[config.mk]
export PLATFORM = sky130hd
export DESIGN_NAME = ctf_div
export DESIGN_NICKNAME = d
export VERILOG_FILES = /design/src/hdl/ctf_pkg.sv /design/src/hdl/ctf_div.sv
export SDC_FILE = /design/constraint.sdc
export NUM_CORES = 1
export LEC_CHECK = 0
export ABC_CLOCK_PERIOD_IN_PS = 14100
export BUFFER_PORTS_ARGS = -buffer_cell sky130_fd_sc_hd__buf_2
export CELL_PAD_IN_SITES_DETAIL_PLACEMENT = 0
export CELL_PAD_IN_SITES_GLOBAL_PLACEMENT = 1
export CORE_MARGIN = 2
export CORE_UTILIZATION = 35
export CTS_CLUSTER_DIAMETER = 50
export DETAILED_ROUTE_END_ITERATION = 8
export GPL_TIMING_DRIVEN = 0
export PLACE_DENSITY = 0.63
export SYNTH_ARGS = -nofsm -noshare
export SYNTH_HDL_FRONTEND = slang
export SYNTH_SLANG_ARGS = --single-unit
[constraint.sdc]
create_clock -name clk -period 14.1 [get_ports clk]
set_clock_uncertainty 0.2 [all_clocks]
set_input_delay 0.705 -clock clk [delete_from_list [all_inputs] [get_ports clk]]
set_output_delay 0.705 -clock clk [all_outputs]
set_load 0.02 [all_outputs]
[src/hdl/ctf_pkg.sv]
package ctf_pkg;

  localparam int DW = 34;

  localparam logic [63:0] PI_Q32      = 64'd13493037705;
  localparam logic [63:0] HALF_PI_Q32 = 64'd6746518852;
  localparam logic [31:0] INV_GAIN_Q30 = 32'd652032874;
  // ceil(2^60 / 15625), exact reciprocal for dividends up to 2^46
  localparam logic [47:0] RECIP_15625 = 48'd73786976294839;

  typedef struct packed {
    logic                 start;
    logic signed [DW-1:0] x;
    logic signed [DW-1:0] y;
  } cordic_req_t;

  typedef struct packed {
    logic                 done;
    logic signed [DW-1:0] angle;
    logic signed [DW-1:0] mag;
  } cordic_rsp_t;

  // Q32 angle rounded half up to the stored angle format
  function automatic logic [DW-1:0] q32_to_angle(input logic [63:0] v, input int frac);
    logic [63:0] t;
    t = (v + (64'd1 << (31 - frac))) >> (32 - frac);
    return t[DW-1:0];
  endfunction

  function automatic logic [63:0] atan_q32(input logic [4:0] i);
    logic [63:0] r;
    case (i)
      5'd0:  r = 64'd3373259426;
      5'd1:  r = 64'd1991351318;
      5'd2:  r = 64'd1052175346;
      5'd3:  r = 64'd534100635;
      5'd4:  r = 64'd268086748;
      5'd5:  r = 64'd134174063;
      5'd6:  r = 64'd67103403;
      5'd7:  r = 64'd33553749;
      5'd8:  r = 64'd16777131;
      5'd9:  r = 64'd8388597;
      5'd10: r = 64'd4194303;
      5'd11: r = 64'd2097152;
      5'd12: r = 64'd1048576;
      5'd13: r = 64'd524288;
      5'd14: r = 64'd262144;
      5'd15: r = 64'd131072;
      5'd16: r = 64'd65536;
      5'd17: r = 64'd32768;
      5'd18: r = 64'd16384;
      5'd19: r = 64'd8192;
      5'd20: r = 64'd4096;
      5'd21: r = 64'd2048;
      5'd22: r = 64'd1024;
      5'd23: r = 64'd512;
      5'd24: r = 64'd256;
      5'd25: r = 64'd128;
      5'd26: r = 64'd64;
      5'd27: r = 64'd32;
      5'd28: r = 64'd16;
      5'd29: r = 64'd8;
      5'd30: r = 64'd4;
      default: r = 64'd2;
    endcase
    return r;
  endfunction

endpackage

[src/hdl/ctf_div.sv]
module ctf_div #(
  parameter int FRAC = 29
) (
  input  logic            clk,
  input  logic            rst,
  input  logic            start,
  input  logic [35:0]     mag,
  output logic            done,
  output logic [FRAC+4:0] quot
);

  localparam int QW = FRAC + 5;
  // (mag << (FRAC - 12)) / 1e6 equals the rescaled magnitude over 15625
  localparam int SL = (FRAC >= 18) ? FRAC - 18 : 0;
  localparam int SR = (FRAC >= 18) ? 0 : 18 - FRAC;

  logic [47:0] num;
  logic [47:0] num_r;
  logic [1:0]  part;
  logic        busy;
  logic [23:0] pa;
  logic [23:0] pb;
  logic [47:0] pprod;
  logic [95:0] addend;
  logic [95:0] sum;

  assign num   = (48'(mag) << SL) >> SR;
  assign pa    = part[0] ? num_r[47:24] : num_r[23:0];
  assign pb    = part[1] ? ctf_pkg::RECIP_15625[47:24] : ctf_pkg::RECIP_15625[23:0];
  assign pprod = pa * pb;

  always_comb begin
    if (part[0] && part[1]) addend = {pprod, 48'd0};
    else if (part[0] || part[1]) addend = {24'd0, pprod, 24'd0};
    else addend = {48'd0, pprod};
  end

  // reciprocal multiplication, one 24 x 24 partial product per cycle
  always_ff @(posedge clk) begin
    if (rst) begin
      busy <= 1'b0;
      done <= 1'b0;
      part <= '0;
      sum  <= '0;
    end else begin
      done <= 1'b0;
      if (start) begin
        num_r <= num;
        sum   <= '0;
        part  <= '0;
        busy  <= 1'b1;
      end else if (busy) begin
        sum  <= sum + addend;
        part <= part + 1'b1;
        if (part == 2'd3) begin
          busy <= 1'b0;
          done <= 1'b1;
        end
      end
    end
  end

  assign quot = sum[60 +: QW];

endmodule

; After elaboration in Yosys (flattened, before gate mapping)
; Cells that the tools add are included.
[op_classes]
multipliers = 1
bitwise_logic = 2
eq_ne = 1
add_sub_neg = 2
n_reduce_logical = 5
mux = 8
[op_table]
columns = operator, count
row1 = 96-bit adder, 1
row2 = 96-bit 2-to-1 mux, 1
row3 = 72-bit 2-to-1 mux, 1
row4 = 24-bit by 24-bit multiplier with 48-bit output, 1
row5 = 24-bit 2-to-1 mux, 2
row6 = 1-bit 2-to-1 mux, 4
row7 = 3-bit OR reduction, 1
row8 = "2-bit by 1-bit adder with 2-bit output, second input constant", 1
row9 = "2-bit == test, second input constant", 1
row10 = 1-bit inverter, 2
row11 = 2-bit AND reduction, 1
row12 = 2-bit OR reduction, 1
row13 = 1-bit logical AND, 1
row14 = 1-bit logical OR, 1
[word_totals]
word_cells = 24
in_bits = 39
reg_bits = 136
out_inout_bits = 35

; Depth between registers and ports, before layout
; Gate-level depths: netlist of the first run.
[logic_depth]
depth_word = 5
depth_mapped = 46
mapped_depth_nobuf = 41

; Least setup slack after synthesis of the first run
; OpenSTA, ideal clock, no wires.
[synth_path]
path_kind = flip-flop to flip-flop
start = reg part[0]
end = reg sum[87]
period_less_slack_ns = 10.741
path_stages_with_launch = 42
arrival_time_ns = 10.421
setup_time_ns = 0.120
required_ns = 13.780
n_path_buf = 4
path_slack_ns = 3.359
cell_sequence = dfxtp_1 clkbuf_1 buf_1 mux2i_1 inv_1 fa_1 inv_1 fa_1 fa_1 fa_1 inv_1 fa_1 fa_1 inv_1 fa_1 inv_1 ha_1 a21o_1 (+6 left out) buf_4 a21oi_4 o32ai_2 o21a_1 o221ai_1 ha_1 buf_2 nand2_1 or3_1 or4_1 nor2_1 a22o_1 a21o_1 a21bo_2 o21ai_2 nor4_1 nor3_1 a211o_1
[synth_between]
elab_chain_len = 5
word_cells_on_any_way = 7
cone_classes = add/sub: 1 / mul: 1 / mux: 3 / reduce/logical: 2
[synth_lines]
columns = item, line
row1 = start: declaration, ctf_div.sv:19  ; logic [1:0] part;
row2 = start signal: assignment, ctf_div.sv:54  ; part <= part + 1'b1;
row3 = 24-bit 2-to-1 mux, ctf_div.sv:28  ; assign pa = part[0] ? num_r[47:24] : num_r[23:0];
row4 = 24-bit by 24-bit multiplier with 48-bit output, ctf_div.sv:30  ; assign pprod = pa * pb;
row5 = 72-bit 2-to-1 mux, ctf_div.sv:34  ; else if (part[0] || part[1]) addend = {24'd0, pprod, 24'd0};
row6 = 96-bit 2-to-1 mux *, ctf_div.sv:33  ; if (part[0] && part[1]) addend = {pprod, 48'd0};
row7 = 96-bit adder *, ctf_div.sv:53  ; sum <= sum + addend;
row8 = end signal: assignment, ctf_div.sv:53
row9 = end: declaration, ctf_div.sv:25  ; logic [95:0] sum;
; Mark *: on every way between the ends. The rest lies on a longest branch, timed or not.
; A chain may end at the register's enable or synchronous reset.

; Worst setup path in the final report of the first run
[layout_path]
start = reg part[0]
end = reg sum[92]
; The elaborated chain is that of the path after synthesis.

==> impl_metrics.py, run 1 <==
metrics = {
    "final_layout": {
        "finish.instance_area_um2": 28100,
        "fill_cells": 7646,
        "antenna_cells": 0,
        "syn_to_final_growth_pct": 8.87,
        "drive_above_1_share": 0.0646,
        "fin_cells": 4162,
        "nNetsFinal": 3888,
    },
    "synth": {
        "synth-simple-area-share": 0.129,
        "synth_fa_ha_area_frac": 0.409,
        "ys_warn_count": 0,
        "synth_flop_cell": "dfxtp_1",
        "synth_top_area_share": 0.241,
        "yosysMostFrequentCell": "inv_1",
        "synthArstFlopShare": 0,
        "synth_area_leaders": "fa_1, ha_1, inv_1",
        "netlist_instances": 3087,
        "ys_types": 85,
        "synth_top_cell_by_area": "fa_1",
        "muxShareOfSynthArea": 0.0330,
        "synthXorXnorAreaFrac": 0.0434,
        "synth_compound_area_frac": 0.153,
        "synth_seq_cells": 134,
        "synth_top_family_by_area": "adder cells",
        "synthTopCellsByCount": "inv_1, ha_1, fa_1",
        "synth_seq_area_share": 0.118,
        "synth_edf_count": 36,
        "synth_area_um2": 25800,
        "avgSynthCellArea_um2": 8.37,
    },
    "clock_tree": {
        "cts_buffers": 17,
        "cts_setup_buffers": 0,
        "postCtsResizedCells": 6,
        "clock_path_buffers": 2,
        "cts_tree": "done",
        "clk_pin_slew_worst_paths_ns": 0.07,
        "htreeDepth": 4,
        "cts_hold_buf": 0,
        "cts-root-buf": "clkbuf_16",
        "cts.sinks": 134,
        "clk_latency_ns": 0.49,
    },
    "die": {
        "die-width_um": 276,
        "io_pins": 74,
        "coreArea_um2": 73100,
        "start_util": 0.354,
        "rows": 99,
        "fp.dieH_um": 276,
        "dieArea_um2": 76000,
    },
    "timing": {
        "worst_pin_slew_ns": 1.39,
        "setup_tns_ns": 0,
        "final_max_slew_viol_count": 0,
        "whs_ns": 0.184,
        "hold_viol_final": 0,
        "rsz0062_at_grt": "no",
        "finalSetupViolCount": 0,
        "fin_crit_sh": 0.950,
        "finalCriticalPeriod_ns": 13.40,
        "relSlewSlack": 0.0453,
        "fmaxAchievable_ghz": 0.0747,
    },
    "drt": {
        "first_pass_iters": 7,
        "drt_iter0_markers": 1491,
        "drc_errors": 2,
        "antenna_left": 0,
        "wl_per_cell_um": 21.2,
        "via_per_inst": 5.19,
        "dr_total_vias": 21602,
        "wl_mm": 88.0,
    },
    "worst_setup_path": {
        "cp-end-kind": "register",
        "worstPathRequired_ns": 14.29,
        "cpPeakStageDelay_ns": 0.59,
        "criticalPathCategory": "reg -> reg",
        "path_max_fanout": 10,
        "critical-path-slowest-cell": "mux2i_2",
        "reg2reg_depth": 42,
        "arrival_ns": 13.58,
        "path_common_cell": "fa_1",
        "worst_setup_path_start_kind": "register",
    },
    "global_routing": {
        "grt_start_max_net_pins": 30,
        "grt_usage": 0.238,
        "antenna_found_initial": 0,
        "grt_pass1_vias": 22679,
        "grt_pass1_wl_mm": 136,
        "grt-ovfl-total": 0,
    },
    "placed_design": {
        "gp_routability_congestion": 0.962,
        "dpl-instance-area_um2": 27500,
        "dp_hpwl_mm": 75.4,
        "place_inst": 4130,
        "numPortBuffers": 73,
    },
    "hold_path": {
        "holdPathStages": 1,
        "hold_path_class": "in -> reg",
    },
    "run_status": {
        "violations": "DRC",
        "status": "finished with violations",
    },
    "job": {
        "drv_cap": 0,
    },
}
-- final cells by class --
| cell class | count | area (um2) | share of cell area |
|---|---|---|---|
| inverters | 575 | 2160 | 0.0767 |
| flip-flops and latches | 134 | 3040 | 0.108 |
| plain buffers | 170 | 790 | 0.0281 |
| well taps | 959 | 1200 | 0.0426 |
| repair buffers | 76 | 408 | 0.0145 |
| multi-input cells | 2216 | 19900 | 0.709 |
| clock inverters | 13 | 146 | 0.00520 |
| clock buffers | 19 | 453 | 0.0161 |
-- per-layer routing --
layer  track usage  share of wire  vias to the layer above
li1              -              -                    10318
met1         0.311           0.44                    10642
met2         0.404           0.48                      515
met3        0.0284          0.039                      127
met4        0.0818          0.034                        0
met5             0              0                        -
-- flip-flops by register name, summed over array words and instances (netlist names) --
| signal | flops |
|---|---|
| busy | 1 |
| done | 1 |
| num_r | 36 |
| part | 2 |
| sum | 94 |
-- per-stage QoR --
| stage | setup WS [ns] | util |
|---|---|---|
| finish | 0.705 | 0.385 |
| global route | 0.0475 | 0.385 |
| CTS | 0.255 | 0.385 |
| detailed placement | -0.524 | 0.376 |
| global placement | -0.594 | 0.376 |
| floorplan | 3.36 | - |
-- worst max-delay path: cells and delay by family, from the launching register on --
family,cells,cell delay [ns]
compound gates,15,3.84
xor+xnor,1,0.55
fa+ha+maj,9,4.16
buf+inv,9,2.06
flops,1,0.33
mux,1,0.59
simple gates,7,1.51
-- kinds of logic (layout without fill, tap and decap cells) --
logic type,after synthesis,count (layout)
compound gates,611,611
buf+inv,745,853
xor+xnor,128,128
mux,85,85
flops,134,134
simple gates,723,723
other cells,2,10
fa+ha+maj,659,659
-- worst paths after layout --
check                              from   endpoint  slack [ns]
worst min-delay path             mag[1]  num_r[12]        0.18
worst min register to register  sum[32]    sum[32]        0.27
worst max register to register  part[0]    sum[92]        0.70
worst max-delay path            part[0]    sum[92]        0.70
-- layout by cell type (no fill, tap or decap), drive strengths merged, types with 12 or more instances in the layout --
cell type and instances:
clkbuf 132, and3 16, a21o 71, dfxtp 98
nand2 234, ha 348, o31ai 13, a31oi 12
o211ai 13, nand2b 23, mux2i 83, xor2 38
nor2 226, a21boi 13, and2 32, a211oi 20
o21ai 133, or3 15, nor2b 15, xnor2 90
fa 311, nand4 57, edfxtp 36, nor3 36
a21oi 204, inv 575, o21bai 51, nand3 39
buf 133
Power of run 1 is not shown: default switching activity piles up to over one toggle a cycle in this logic, so the estimate is an artifact.
==> run 2, diff against run 1 <==
CORE_ASPECT_RATIO = 1.4   (was default)
==> run 2 against run 1 <==
Against the previous run:
- the run now ends clean
- global-route usage grew 0.71 points
- critical path depth unchanged
- worst hold slack got worse by 0.019 ns
==> impl_metrics.py, run 2 (synthesis results as in run 1) <==
metrics = {
    "global_routing": {
        "grt_pass1_wl_mm": 139,
        "grt_pass1_vias": 22834,
        "antenna_found_initial": 0,
        "grt_usage": 0.245,
        "grt-ovfl-total": 0,
        "grt_start_max_net_pins": 21,
    },
    "clock_tree": {
        "clk_latency_ns": 0.51,
        "cts_buffers": 17,
        "cts.sinks": 134,
        "htreeDepth": 4,
        "cts_tree": "done",
        "clock_path_buffers": 2,
        "cts_setup_buffers": 0,
        "clk_pin_slew_worst_paths_ns": 0.08,
        "cts-root-buf": "clkbuf_16",
    },
    "run_status": {
        "status": "complete, no violations",
    },
    "worst_setup_path": {
        "path_max_fanout": 10,
        "criticalPathCategory": "reg -> reg",
        "cpPeakStageDelay_ns": 0.59,
        "cp-end-kind": "register",
        "path_common_cell": "fa_1",
        "worst_setup_path_start_kind": "register",
        "r2r_start": "part[0]",
        "arrival_ns": 13.75,
        "critical-path-slowest-cell": "clkdlybuf4s15_2",
        "rrSetupSlack_ns": 0.55,
        "cp-startpoint": "part[0]",
        "worstPathRequired_ns": 14.30,
    },
    "final_layout": {
        "nNetsFinal": 3886,
        "syn_to_final_growth_pct": 8.88,
        "final_cell_mix": "inv_1, ha_1, fa_1",
        "fin_util": 0.386,
        "multi_input_area_um2": 19900,
        "largest_reg_flops": 94,
        "drive_above_1_share": 0.0634,
        "reg_top3": "sum: 94 flops, num_r: 36 flops, part: 2 flops",
        "antenna_cells": 0,
        "register_area_um2": 3040,
        "finish.instance_area_um2": 28100,
        "fill_cells": 7675,
        "largest-register": "sum",
        "layout_commonest_cell": "inv_1",
    },
    "timing": {
        "final_max_slew_viol_count": 0,
        "finalCriticalPeriod_ns": 13.55,
        "fmaxAchievable_ghz": 0.0738,
        "fin_crit_sh": 0.961,
        "whs_ns": 0.165,
        "worst_pin_slew_ns": 1.39,
        "setup_tns_ns": 0,
        "hold_viol_final": 0,
        "finalSetupViolCount": 0,
        "relSlewSlack": 0.0447,
        "rsz0062_at_grt": "no",
    },
    "placed_design": {
        "dp_hpwl_mm": 77.9,
        "numPortBuffers": 73,
        "dpl-instance-area_um2": 27500,
        "gp_routability_congestion": 0.950,
    },
    "drt": {
        "drt_iter0_markers": 1274,
        "first_pass_iters": 6,
        "drc_errors": 0,
        "antenna_left": 0,
        "dr_total_vias": 21474,
        "wl_mm": 90.4,
        "via_per_inst": 5.17,
        "wl_per_cell_um": 21.8,
    },
    "die": {
        "io_pins": 74,
        "dieArea_um2": 76100,
        "coreArea_um2": 72900,
        "fp.dieH_um": 326,
        "rows": 117,
        "die-width_um": 234,
        "start_util": 0.355,
    },
    "hold_path": {
        "hold_path_class": "in -> reg",
        "hold_start": "mag[5]",
    },
    "job": {
        "drv_cap": 0,
    },
}
[run 2: changes by cell type in the layout (fill, tap and decap cells not counted), moves of 2 or more]
| cell | change |
|---|---|
| inv_6 | +3 |
| buf_6 | -2 |
| clkdlybuf4s15_2 | +2 |
| clkinv_2 | -2 |
[run 2: final cells by class]
| cell class | count | share of cell area |
|---|---|---|
| multi-input cells | 2216 | 0.708 |
| clock inverters | 13 | 0.00560 |
| clock buffers | 19 | 0.0165 |
| flip-flops and latches | 134 | 0.108 |
| inverters | 575 | 0.0767 |
| well taps | 952 | 0.0423 |
| repair buffers | 74 | 0.0140 |
| plain buffers | 170 | 0.0285 |
[run 2: worst max-delay path, delay by kind of cell (launching register included)]
family,cells,cell delay (ns)
multiplexers,1,0.58
adder cells (fa/ha/maj),9,4.09
AO/OA/AOI/OAI,16,4.15
flip-flops,1,0.34
AND/OR/NAND/NOR,6,1.56
XOR/XNOR,1,0.51
buffers and inverters,9,1.98
[run 2: metal layers]
metal	vias up	wire [um]	track usage
met3	150	2770	0.0290
met2	477	48000	0.453
met1	10515	35500	0.279
met4	0	4060	0.106
li1	10332	-	-
met5	-	0	0
[run 2: path summary, 6_finish.rpt]
kind | end | cells past startpoint
max | sum[92] | 42
max reg2reg | sum[92] | 42
min | num_r[16] | 1
min reg2reg | sum[55] | 2
[run 2: through the flow]
stage / worst slack (ns) / std cells
6_report: 0.546 / 4153
5_1_grt: 0.0153 / 4153
4_1_cts: 0.0983 / 4153
3_5_place_dp: -0.568 / 4121
3_3_place_gp: -0.600 / 4120
2_1_floorplan: 3.36 / 3095
[run 2: what timing repair did]
action	4_1_cts	5_1_grt
endpoints found under the setup margin	23	8
hold buffers	0	0
gates resized for setup	5	8
endpoints found under the hold margin	0	0
Power of run 2 is left out for the same reason.
